[config.mk]
export PLATFORM = sky130hd
export DESIGN_NAME = adc_scan_oversample_averager_flat
export DESIGN_NICKNAME = d
export VERILOG_FILES = /design/src/rtl/aso_pkg.sv /design/src/rtl/aso_if.sv /design/src/rtl/aso_cfg.sv /design/src/rtl/aso_core.sv /design/src/rtl/aso_out_stage.sv /design/src/rtl/adc_scan_oversample_averager.sv /design/src/flat_wrapper.sv
export SDC_FILE = /design/constraint.sdc
export NUM_CORES = 1
export LEC_CHECK = 0
export BUFFER_PORTS_ARGS = -buffer_cell sky130_fd_sc_hd__buf_2
export CAP_MARGIN = 30
export CELL_PAD_IN_SITES_DETAIL_PLACEMENT = 0
export CELL_PAD_IN_SITES_GLOBAL_PLACEMENT = 2
export CORE_ASPECT_RATIO = 1.2
export CORE_UTILIZATION = 42
export DETAILED_ROUTE_END_ITERATION = 12
export GPL_ROUTABILITY_DRIVEN = 0
export GPL_TIMING_DRIVEN = 0
export PLACE_DENSITY_LB_ADDON = 0.12
export SKIP_LAST_GASP = 1
export SLEW_MARGIN = 0
export SYNTH_ARGS = -nofsm -noshare
export SYNTH_HDL_FRONTEND = slang
export SYNTH_SLANG_ARGS = --single-unit
[constraint.sdc]
create_clock -name clk -period 9.3 [get_ports clk]
set_input_delay 0.93 -clock clk [delete_from_list [all_inputs] [get_ports clk]]
set_output_delay 0.93 -clock clk [all_outputs]
set_load 0.005 [all_outputs]
[src/rtl/aso_pkg.sv]
`timescale 1ns / 1ps
// ----------------------------------------------------------------------------
// aso_pkg: shared types and constants of the scan averager
// Widths, register indexes and the word structures passed between modules.
// ----------------------------------------------------------------------------
package aso_pkg;

  // Number of scan slots holding a stored average.
  localparam int SLOTS        = 8;
  localparam int SLOT_W       = (SLOTS > 1) ? $clog2(SLOTS) : 1;
  // Entries packed into the channel list register.
  localparam int LIST_ENTRIES = 8;
  localparam int MUX_W        = 5;
  localparam int MAX_LOG2     = 5;
  localparam int MAX_COUNT    = (SLOTS < LIST_ENTRIES) ? SLOTS : LIST_ENTRIES;

  localparam int SAMPLE_W     = 10;
  localparam int ACC_W        = 15;
  localparam int CNT_W        = 6;
  localparam int RSLOT_W      = 3;
  localparam int CCOUNT_W     = 4;
  localparam int LIST_W       = 40;
  localparam int LOG2_W       = 3;

  // Configuration port.
  localparam int CFG_IDX_W    = 2;
  localparam int CFG_DATA_W   = LIST_W;

  localparam logic [CFG_IDX_W-1:0] CFG_CHANNEL_COUNT   = 2'd0;
  localparam logic [CFG_IDX_W-1:0] CFG_CHANNEL_LIST    = 2'd1;
  localparam logic [CFG_IDX_W-1:0] CFG_OVERSAMPLE_LOG2 = 2'd2;

  // Input item kinds.
  localparam logic KIND_CONVERSION = 1'b0;
  localparam logic KIND_READ       = 1'b1;

  typedef logic [SLOT_W-1:0] slot_t;

  typedef struct packed {
    logic [CCOUNT_W-1:0] channel_count;
    logic [LIST_W-1:0]   channel_list;
    logic [LOG2_W-1:0]   oversample_log2;
  } cfg_t;

  typedef struct packed {
    logic                kind;
    logic [SAMPLE_W-1:0] sample;
    logic [RSLOT_W-1:0]  read_slot;
  } item_t;

  typedef struct packed {
    logic [SAMPLE_W-1:0] read_value;
    logic [MUX_W-1:0]    mux_code;
    logic                stored;
    logic [RSLOT_W-1:0]  stored_slot;
  } result_t;

endpackage

[src/rtl/aso_if.sv]
`timescale 1ns / 1ps
// ----------------------------------------------------------------------------
// aso_if: channel interfaces of the scan averager
// Input item channel, result channel and configuration write channel.
// ----------------------------------------------------------------------------
interface aso_item_if;
  logic                          valid;
  logic                          ready;
  logic                          kind;
  logic [aso_pkg::SAMPLE_W-1:0]  sample;
  logic [aso_pkg::RSLOT_W-1:0]   read_slot;

  modport source (output valid, kind, sample, read_slot, input ready);
  modport sink   (input valid, kind, sample, read_slot, output ready);
endinterface

interface aso_result_if;
  logic                          valid;
  logic                          ready;
  logic [aso_pkg::SAMPLE_W-1:0]  read_value;
  logic [aso_pkg::MUX_W-1:0]     mux_code;
  logic                          stored;
  logic [aso_pkg::RSLOT_W-1:0]   stored_slot;

  modport source (output valid, read_value, mux_code, stored, stored_slot, input ready);
  modport sink   (input valid, read_value, mux_code, stored, stored_slot, output ready);
endinterface

interface aso_cfg_if;
  logic                            valid;
  logic                            ready;
  logic [aso_pkg::CFG_IDX_W-1:0]   index;
  logic [aso_pkg::CFG_DATA_W-1:0]  data;

  modport source (output valid, index, data, input ready);
  modport sink   (input valid, index, data, output ready);
endinterface

[src/rtl/aso_cfg.sv]
`timescale 1ns / 1ps
// ----------------------------------------------------------------------------
// aso_cfg: configuration registers
// Holds channel count, channel list and oversample exponent.
// ----------------------------------------------------------------------------
module aso_cfg (
  input  logic                             clk,
  input  logic                             rst,
  input  logic                             wr_en,
  input  logic [aso_pkg::CFG_IDX_W-1:0]    wr_index,
  input  logic [aso_pkg::CFG_DATA_W-1:0]   wr_data,
  output aso_pkg::cfg_t                    cfg
);

  // Register writes; an unknown index is ignored.
  always_ff @(posedge clk) begin
    if (rst) begin
      cfg.channel_count   <= aso_pkg::CCOUNT_W'(1);
      cfg.channel_list    <= '0;
      cfg.oversample_log2 <= '0;
    end else if (wr_en) begin
      case (wr_index)
        aso_pkg::CFG_CHANNEL_COUNT: begin
          cfg.channel_count <= wr_data[aso_pkg::CCOUNT_W-1:0];
        end
        aso_pkg::CFG_CHANNEL_LIST: begin
          cfg.channel_list <= wr_data[aso_pkg::LIST_W-1:0];
        end
        aso_pkg::CFG_OVERSAMPLE_LOG2: begin
          cfg.oversample_log2 <= wr_data[aso_pkg::LOG2_W-1:0];
        end
        default: begin
        end
      endcase
    end
  end

endmodule

[src/rtl/aso_core.sv]
`timescale 1ns / 1ps
// ----------------------------------------------------------------------------
// aso_core: accumulate, store and scan logic
// Updates the accumulator, sample count, scan index and stored averages for
// each accepted conversion word and forms the result word of every accepted word.
// ----------------------------------------------------------------------------
module aso_core (
  input  logic              clk,
  input  logic              rst,
  input  aso_pkg::cfg_t     cfg,
  input  logic              accept,
  input  aso_pkg::item_t    item,
  output aso_pkg::result_t  result
);

  logic [aso_pkg::ACC_W-1:0]    accumulator;
  logic [aso_pkg::ACC_W-1:0]    accumulator_next;
  logic [aso_pkg::CNT_W-1:0]    sample_count;
  logic [aso_pkg::CNT_W-1:0]    sample_count_next;
  aso_pkg::slot_t               scan_index;
  aso_pkg::slot_t               scan_index_next;
  logic [aso_pkg::SAMPLE_W-1:0] averages [aso_pkg::SLOTS];

  logic [aso_pkg::LOG2_W-1:0]   shift;
  logic [aso_pkg::CCOUNT_W-1:0] count_eff;
  logic [aso_pkg::CNT_W-1:0]    threshold;
  logic                         do_store;
  logic [aso_pkg::SAMPLE_W-1:0] new_average;
  aso_pkg::slot_t               read_index;

  // Effective exponent and channel count after saturation.
  always_comb begin
    if (32'(cfg.oversample_log2) > aso_pkg::MAX_LOG2) begin
      shift = aso_pkg::LOG2_W'(aso_pkg::MAX_LOG2);
    end else begin
      shift = cfg.oversample_log2;
    end
    if (cfg.channel_count == '0) begin
      count_eff = aso_pkg::CCOUNT_W'(1);
    end else if (32'(cfg.channel_count) > aso_pkg::MAX_COUNT) begin
      count_eff = aso_pkg::CCOUNT_W'(aso_pkg::MAX_COUNT);
    end else begin
      count_eff = cfg.channel_count;
    end
    threshold = aso_pkg::CNT_W'(1) << shift;
  end

  // State update for a conversion word: add the sample, or store and advance.
  always_comb begin
    accumulator_next  = accumulator;
    sample_count_next = sample_count;
    scan_index_next   = scan_index;
    do_store          = 1'b0;
    new_average       = aso_pkg::SAMPLE_W'(accumulator >> shift);
    if (item.kind == aso_pkg::KIND_CONVERSION) begin
      if (sample_count < threshold) begin
        sample_count_next = sample_count + aso_pkg::CNT_W'(1);
        accumulator_next  = accumulator + aso_pkg::ACC_W'(item.sample);
      end else begin
        do_store          = 1'b1;
        accumulator_next  = '0;
        sample_count_next = '0;
        if (32'(scan_index) + 1 < 32'(count_eff)) begin
          scan_index_next = scan_index + aso_pkg::slot_t'(1);
        end else begin
          scan_index_next = '0;
        end
      end
    end
  end

  // Result word: read value, code of the slot now converting, store flag.
  always_comb begin
    read_index         = aso_pkg::slot_t'(item.read_slot);
    result.read_value  = '0;
    result.stored      = do_store;
    result.stored_slot = do_store ? aso_pkg::RSLOT_W'(scan_index) : '0;
    if (item.kind == aso_pkg::KIND_READ && 32'(item.read_slot) < aso_pkg::SLOTS) begin
      result.read_value = averages[read_index];
    end
    if (32'(scan_index_next) < aso_pkg::LIST_ENTRIES) begin
      result.mux_code =
        cfg.channel_list[aso_pkg::MUX_W * 32'(scan_index_next) +: aso_pkg::MUX_W];
    end else begin
      result.mux_code = '0;
    end
  end

  // Scan state registers.
  always_ff @(posedge clk) begin
    if (rst) begin
      accumulator  <= '0;
      sample_count <= '0;
      scan_index   <= '0;
    end else if (accept) begin
      accumulator  <= accumulator_next;
      sample_count <= sample_count_next;
      scan_index   <= scan_index_next;
    end
  end

  // Stored averages, cleared at reset.
  always_ff @(posedge clk) begin
    if (rst) begin
      for (int i = 0; i < aso_pkg::SLOTS; i++) begin
        averages[i] <= '0;
      end
    end else if (accept && do_store) begin
      averages[scan_index] <= new_average;
    end
  end

endmodule

[src/rtl/aso_out_stage.sv]
`timescale 1ns / 1ps
// ----------------------------------------------------------------------------
// aso_out_stage: result register
// Holds one result word until the sink takes it; takes a new word in the
// same cycle as the held one leaves.
// ----------------------------------------------------------------------------
module aso_out_stage (
  input  logic              clk,
  input  logic              rst,
  input  logic              in_valid,
  output logic              in_ready,
  input  aso_pkg::result_t  in_word,
  output logic              out_valid,
  input  logic              out_ready,
  output aso_pkg::result_t  out_word
);

  assign in_ready = !out_valid || out_ready;

  // Valid flag of the held word.
  always_ff @(posedge clk) begin
    if (rst) begin
      out_valid <= 1'b0;
    end else if (in_ready) begin
      out_valid <= in_valid;
    end
  end

  // Payload register.
  always_ff @(posedge clk) begin
    if (in_ready && in_valid) begin
      out_word <= in_word;
    end
  end

endmodule

[src/rtl/adc_scan_oversample_averager.sv]
`timescale 1ns / 1ps
// ----------------------------------------------------------------------------
// adc_scan_oversample_averager: round-robin scan with oversampling average
//
//   channel  role    fields
//   item     sink    kind, sample, read_slot
//   result   source  read_value, mux_code, stored, stored_slot
//   cfg      sink    index, data (0 count, 1 list, 2 oversample exponent)
//
// One word per cycle is accepted; its result is registered and appears in the
// cycle after acceptance. Scan state is updated in the accepting cycle.
// Synchronous reset clears the scan state and all stored averages at once.
// A stalled result blocks new words only while the result register is full
// and not being emptied. Configuration writes are taken in any cycle.
// ----------------------------------------------------------------------------
module adc_scan_oversample_averager (
  input  logic          clk,
  input  logic          rst,
  aso_item_if.sink      item,
  aso_result_if.source  result,
  aso_cfg_if.sink       cfg
);

  aso_pkg::cfg_t     cfg_regs;
  aso_pkg::item_t    item_word;
  aso_pkg::result_t  core_word;
  aso_pkg::result_t  held_word;
  logic              stage_ready;
  logic              accept;

  assign cfg.ready  = 1'b1;
  assign item.ready = stage_ready;
  assign accept     = item.valid && stage_ready;

  assign item_word.kind      = item.kind;
  assign item_word.sample    = item.sample;
  assign item_word.read_slot = item.read_slot;

  // Configuration registers.
  aso_cfg u_cfg (
    .clk      (clk),
    .rst      (rst),
    .wr_en    (cfg.valid),
    .wr_index (cfg.index),
    .wr_data  (cfg.data),
    .cfg      (cfg_regs)
  );

  // Accumulate and scan logic.
  aso_core u_core (
    .clk    (clk),
    .rst    (rst),
    .cfg    (cfg_regs),
    .accept (accept),
    .item   (item_word),
    .result (core_word)
  );

  // Result register.
  aso_out_stage u_out (
    .clk       (clk),
    .rst       (rst),
    .in_valid  (item.valid),
    .in_ready  (stage_ready),
    .in_word   (core_word),
    .out_valid (result.valid),
    .out_ready (result.ready),
    .out_word  (held_word)
  );

  assign result.read_value  = held_word.read_value;
  assign result.mux_code    = held_word.mux_code;
  assign result.stored      = held_word.stored;
  assign result.stored_slot = held_word.stored_slot;

endmodule
[src/flat_wrapper.sv]
// flat-port wrapper written by rule: the top's interface ports become plain ports
module adc_scan_oversample_averager_flat 
  (clk, rst, item_valid, item_kind, item_sample, item_read_slot, item_ready, result_valid, result_read_value, result_mux_code, result_stored, result_stored_slot, result_ready, cfg_valid, cfg_index, cfg_data, cfg_ready);
  aso_item_if item_i ();
  aso_result_if result_i ();
  aso_cfg_if cfg_i ();
  input  logic clk;
  input  logic rst;
  input wire logic [$bits(item_i.valid)-1:0] item_valid;
  input wire logic [$bits(item_i.kind)-1:0] item_kind;
  input wire logic [$bits(item_i.sample)-1:0] item_sample;
  input wire logic [$bits(item_i.read_slot)-1:0] item_read_slot;
  output wire logic [$bits(item_i.ready)-1:0] item_ready;
  output wire logic [$bits(result_i.valid)-1:0] result_valid;
  output wire logic [$bits(result_i.read_value)-1:0] result_read_value;
  output wire logic [$bits(result_i.mux_code)-1:0] result_mux_code;
  output wire logic [$bits(result_i.stored)-1:0] result_stored;
  output wire logic [$bits(result_i.stored_slot)-1:0] result_stored_slot;
  input wire logic [$bits(result_i.ready)-1:0] result_ready;
  input wire logic [$bits(cfg_i.valid)-1:0] cfg_valid;
  input wire logic [$bits(cfg_i.index)-1:0] cfg_index;
  input wire logic [$bits(cfg_i.data)-1:0] cfg_data;
  output wire logic [$bits(cfg_i.ready)-1:0] cfg_ready;
  assign item_i.valid = item_valid;
  assign item_i.kind = item_kind;
  assign item_i.sample = item_sample;
  assign item_i.read_slot = item_read_slot;
  assign item_ready = item_i.ready;
  assign result_valid = result_i.valid;
  assign result_read_value = result_i.read_value;
  assign result_mux_code = result_i.mux_code;
  assign result_stored = result_i.stored;
  assign result_stored_slot = result_i.stored_slot;
  assign result_i.ready = result_ready;
  assign cfg_i.valid = cfg_valid;
  assign cfg_i.index = cfg_index;
  assign cfg_i.data = cfg_data;
  assign cfg_ready = cfg_i.ready;
  adc_scan_oversample_averager u_core (.clk(clk), .rst(rst), .item(item_i), .result(result_i), .cfg(cfg_i));
endmodule
After elaboration in Yosys (flattened, before gate mapping)
Memories as Yosys holds them, arrays and structs flattened. A register that Yosys moved wholly into a read port is not among the register bits.
Index checks and enable logic that the tools add are counted.
Cells by class
  add/subtract/negate cells: 4
  $mul: 1
  magnitude comparators: 4
  equality and inequality tests: 2
  shift operators: 3
  muxes and demuxes: 18
  bitwise operators: 1
  reductions and logical operators: 12
Operators with widths (count)
  40-bit by 7-bit indexed part select with 5-bit output: 1
  15-bit by 10-bit adder with 15-bit output: 1
  15-bit 2-to-1 mux: 1
  3-bit 2-to-1 mux: 5
  15-bit by 3-bit right shift with 10-bit output: 1
  10-bit 2-to-1 mux: 1
  10-bit OR reduction: 1
  1-bit 2-to-1 mux: 8
  4-bit 2-to-1 mux: 2
  2-bit AND reduction: 4
  6-bit by 1-bit adder with 6-bit output (second input constant): 1
  6-bit less-than comparator: 1
  3-bit by 3-bit multiplier with 6-bit output (first input constant): 1
  6-bit 2-to-1 mux: 1
  1-bit by 3-bit << shifter with 6-bit output (first input constant): 1
  3-bit by 1-bit adder with 4-bit output (second input constant): 1
  4-bit > comparator (second input constant): 1
  4-bit zero test: 1
  4-bit less-than comparator: 1
  3-bit by 1-bit adder with 3-bit output (second input constant): 1
  3-bit > comparator (second input constant): 1
  2-bit by 1-bit equality test with 1-bit output (second input constant): 1
  2-bit equality test (second input constant): 1
  1-bit logical AND: 2
  other kinds (4): 5
Word-level totals
  register bits: 81
  bits in writable memories: 80
  bits of input ports: 61
  output and inout port bits: 22
  logic and storage cells: 56
  memories kept: 1
Memory list
  u_core.u_core.averages: words 8, width 10, read ports 1, clocked after Yosys merged registers in 1, wr ports 8, line aso_core.sv:22  | logic [aso_pkg::SAMPLE_W-1:0] averages [aso_pkg::SLOTS];

Longest topological paths before layout
  depth in word-level cells: 12
  gate-level depth with buffers: 12
  depth with buffers taken out: 10

Hierarchy
Synthesis repeated with hierarchy kept, for this count alone.
Unflattened totals
  cells, all modules: 805
  area total of the unflattened synthesis: 8724.6 µm²
By module, submodules not included
  aso_core: instances 1, cells each 578, area an instance 5995.8 µm², seq. area each 2882.8 µm²
  aso_cfg: instances 1, cells each 200, area an instance 2085.8 µm², seq. area each 940.9 µm²
  aso_out_stage: instances 1, cells each 24, area an instance 625.6 µm², seq. area each 590.6 µm²
  adc_scan_oversample_averager: instances 1, cells each 3, area an instance 17.5 µm², seq. area each 0.0 µm²

Worst setup path before layout
OpenSTA, ideal clock, no wires.
  path kind: reg-to-reg
  from: reg u_core.u_cfg.cfg[1] (netlist name)
  to: reg u_core.u_out.out_word[4] (netlist name) (data pin)
  library setup time: 0.260 ns
  data arrival time: 3.175 ns
  data required time: 9.040 ns
  path slack: 5.865 ns
  stages on the path, launching flop included: 13
  buffers on the path: 3
  period minus slack after synthesis: 3.435 ns
  path through: dfxtp_1 -> buf_1 -> clkbuf_1 -> or3b_2 -> ha_1 -> nand4_1 -> a21oi_1 -> o31a_1 -> o32a_1 -> buf_6 -> mux2i_1 -> mux2i_1 -> mux2_2
RTL lines
  end signal: assignment: line aso_out_stage.sv:32  | out_word <= in_word;
  end: declaration: line aso_out_stage.sv:15  | output aso_pkg::result_t out_word

==> results.sh <==
export IMPL_status="completed"
export IMPL_finalMaxSlewViolations=0
export IMPL_cp_arrival_ps=4450
export IMPL_synth_compound_area_frac=0.0810
export IMPL_synth_top_area_share=0.365
export IMPL_crit_type="reg2reg"
export IMPL_antenna_found_initial=0
export IMPL_place_inst=1094
export IMPL_required_ps=9480
export IMPL_path_max_fanout=10
export IMPL_synthFlopType="edfxtp_1"
export IMPL_synthCells=759
export IMPL_antenna_left=0
export IMPL_min_period_ps=4270
export IMPL_clock_path_buffers=2
export IMPL_synth_mux_area_frac=0.143
export IMPL_place_hpwl_um=14700
export IMPL_p_clk_frac=0.411
export IMPL_ios=83
export IMPL_synth_distinct_cells=54
export IMPL_ys_warn_count=0
export IMPL_synthArstFlopShare=0
export IMPL_post_cts_buffers=0
export IMPL_hold_class="reg2reg"
export IMPL_synth_xor_area_frac=0.0172
export IMPL_p_int_w=0.00127
export IMPL_synth_area_um2=8140
export IMPL_wire_per_inst_um=17.7
export IMPL_timing_final_crit_share=0.459
export IMPL_power_frac_comb=0.096
export IMPL_end_kind="register"
export IMPL_slew_limit_headroom=0.379
export IMPL_swShare=0.256
export IMPL_drive_gt1_frac=0.168
export IMPL_core_um2=18900
export IMPL_numClockSinks=171
export IMPL_synthDominantAreaCellType="edfxtp_1"
export IMPL_hp_start="u_core.u_cfg.cfg[4]$_SDFFE_PP0P_"
export IMPL_crit_start="u_core.u_cfg.cfg[1]$_SDFFE_PP0P_"
export IMPL_tightestPinTransition_ps=930
export IMPL_ys_seq_area_frac=0.542
export IMPL_htree_num_levels=4
export IMPL_wirelength_um=19900
export IMPL_synth_top_family_by_area="simple AND/OR/NAND/NOR gates"
export IMPL_cts_root_buf="clkbuf_16"
export IMPL_p_sw_w=0.000437
export IMPL_r2r_start="u_core.u_cfg.cfg[1]$_SDFFE_PP0P_"
export IMPL_rows=55
export IMPL_post_route_util=0.499
export IMPL_post_cts_resized=0
export IMPL_drtIter0Drc=371
export IMPL_die_w_um=129
export IMPL_rsz0062_at_grt="no"
export IMPL_hold_viol=0
export IMPL_grt_max_degree=18
export IMPL_synth_edf_count=99
export IMPL_synth_seq_cells=171
export IMPL_yosys_area_share_simple=0.151
export IMPL_gr_total_overflow=0
export IMPL_grt_pass1_wl_um=31400
export IMPL_gr_usage_all_layers=0.213
export IMPL_syn2layout_area_growth_pct=16.1
export IMPL_synth_fp_nets=841
export IMPL_synth_fa_ha_area_frac=0.0332
export IMPL_drc_errors=0
export IMPL_cap_violations=0
export IMPL_start_util=0.430
export IMPL_grt_pass1_vias=5911
export IMPL_vias=5872
export IMPL_finClkSkew_ps=9.33
export IMPL_synth_area_leaders="edfxtp_1 37%, dfxtp_1 18%, mux2i_1 8.1%, mux4_2 5.5%, nor2_1 5.4%"
export IMPL_clk_pin_slew_ps=70
export IMPL_diodes=0
export IMPL_hold_buffers=0
export IMPL_ir_worst_vdd_mv=0.127
export IMPL_cts_tree="built"
export IMPL_viasPerCell=5.21
export IMPL_cp_start_kind="register"
export IMPL_hold_ws_ps=455
export IMPL_dr_pass1_iters=4
export IMPL_numCtsBuffers=17
export IMPL_fp_dieH_um=154
export IMPL_timing_setup_tns_ps=0
export IMPL_clock_latency_ps=440
export IMPL_powerDensity_nw_per_um2=181
export IMPL_synth_area_per_cell_um2=10.7
export IMPL_fin_cells=1126
export IMPL_io_buffers=78
export IMPL_power_leakage_nw=3.68
export IMPL_setup_viol=0
export IMPL_die_area_um2=19900
export IMPL_nets=939
export IMPL_clock_fmax_mhz=234
export IMPL_seqPwrFrac=0.492
[sequential cells by signal, indices dropped and copies added, names as in the netlist]
| name | cells |
|---|---|
| u_core.u_core.accumulator | 15 |
| u_core.u_core.sample_count | 6 |
| u_core.u_out.out_valid | 1 |
| u_core.u_core.averages | 80 |
| u_core.u_core.scan_index | 3 |
| u_core.u_out.out_word | 19 |
| u_core.u_cfg.cfg | 47 |
[layout by cell type, fill, tap and decap left out, types with 5 or more instances in the layout]
| cell type | count |
|---|---|
| nor2_1 | 116 |
| nand2_1 | 109 |
| edfxtp_1 | 99 |
| buf_2 | 78 |
| dfxtp_1 | 72 |
| a21oi_1 | 66 |
| mux2i_1 | 66 |
| clkbuf_1 | 40 |
| mux4_2 | 20 |
| ha_1 | 20 |
| clkbuf_16 | 17 |
| nand3_1 | 15 |
| xor2_1 | 13 |
| o21ai_1 | 12 |
| nand2b_1 | 10 |
| inv_1 | 9 |
| nand4_1 | 8 |
| o21ai_0 | 6 |
| a21o_1 | 6 |
| a211oi_1 | 5 |
| nor2b_1 | 5 |
| mux2_2 | 5 |
[final timing paths]
| path | cells past startpoint | to | slack (ps) |
|---|---|---|---|
| min reg2reg | 2 | u_core.u_cfg.cfg[4]$_SDFFE_PP0P_ | 460 |
| min | 2 | u_core.u_cfg.cfg[4]$_SDFFE_PP0P_ | 460 |
| max reg2reg | 12 | u_core.u_out.out_word[6]$_DFFE_PP_ | 5030 |
| max | 12 | u_core.u_out.out_word[6]$_DFFE_PP_ | 5030 |
[cells by family after synthesis]
logic type / count (synthesis)
DFF: 171
buffers and inverters: 59
xor gates and xnor gates: 16
adders and majority gates: 21
and+or+nand+nor: 287
AOI/OAI and AO/OA: 113
other: 1
muxes: 91
[metrics by stage]
stage	area, µm²	total power (W)	setup WS [ps]
2_1_floorplan	8140	0.000958	5860
6_report	9450	0.00171	5030
3_3_place_gp	8850	0.00102	5020
5_1_grt	9450	0.00177	4690
4_1_cts	9450	0.00172	5040
3_5_place_dp	8860	0.00102	5050
[final cells by class]
class	instances	area, µm²
buffer	49	214
clock buffer	17	425
timing repair buffer	79	405
multi-input combinational	529	3470
sequential	171	4410
fill	1725	9470
tap	256	320
inverter	10	37.5
clock inverter	15	163
[cells in the mapped netlist (6+ instances only)]
cell and count:
nand2b_1 10, mux4_2 20, edfxtp_1 99, ha_1 20, dfxtp_1 72, clkbuf_1 40
nand2_1 109, o21ai_0 6, inv_1 9, nor2_1 116, o21ai_1 12, a21o_1 6
xor2_1 13, nand4_1 8, mux2i_1 66, nand3_1 15, a21oi_1 66
[power by group through the flow]
stage	Combinational (W)	Sequential [W]	Clock (W)
3_5_place_dp	0.000166	0.000857	0
6_report	0.000164	0.000840	0.000702
3_3_place_gp	0.000163	0.000856	0
2_1_floorplan	0.000105	0.000853	0
5_1_grt	0.000182	0.000843	0.000744
4_1_cts	0.000167	0.000840	0.000710
[routing by layer]
layer	vias up	GRT usage	part of all wire	wire length, µm
li1	2895	-	-	-
met1	2830	0.256	0.43	8470
met2	123	0.378	0.52	10400
met3	24	0.0401	0.035	704
met4	0	0.0717	0.019	378
met5	-	0	0	0
[worst max-delay path, cell delays in order (launching register included)]
cell	delay, ps
dfxtp_1	380
buf_1	490
clkbuf_1	460
or3b_2	490
ha_1	190
a211oi_1	220
nor2_1	100
nor3_2	440
o32a_1	330
buf_6	190
mux2i_1	310
mux2i_1	130
mux2_2	290
Note: power is estimated with default switching activity, not from simulation.
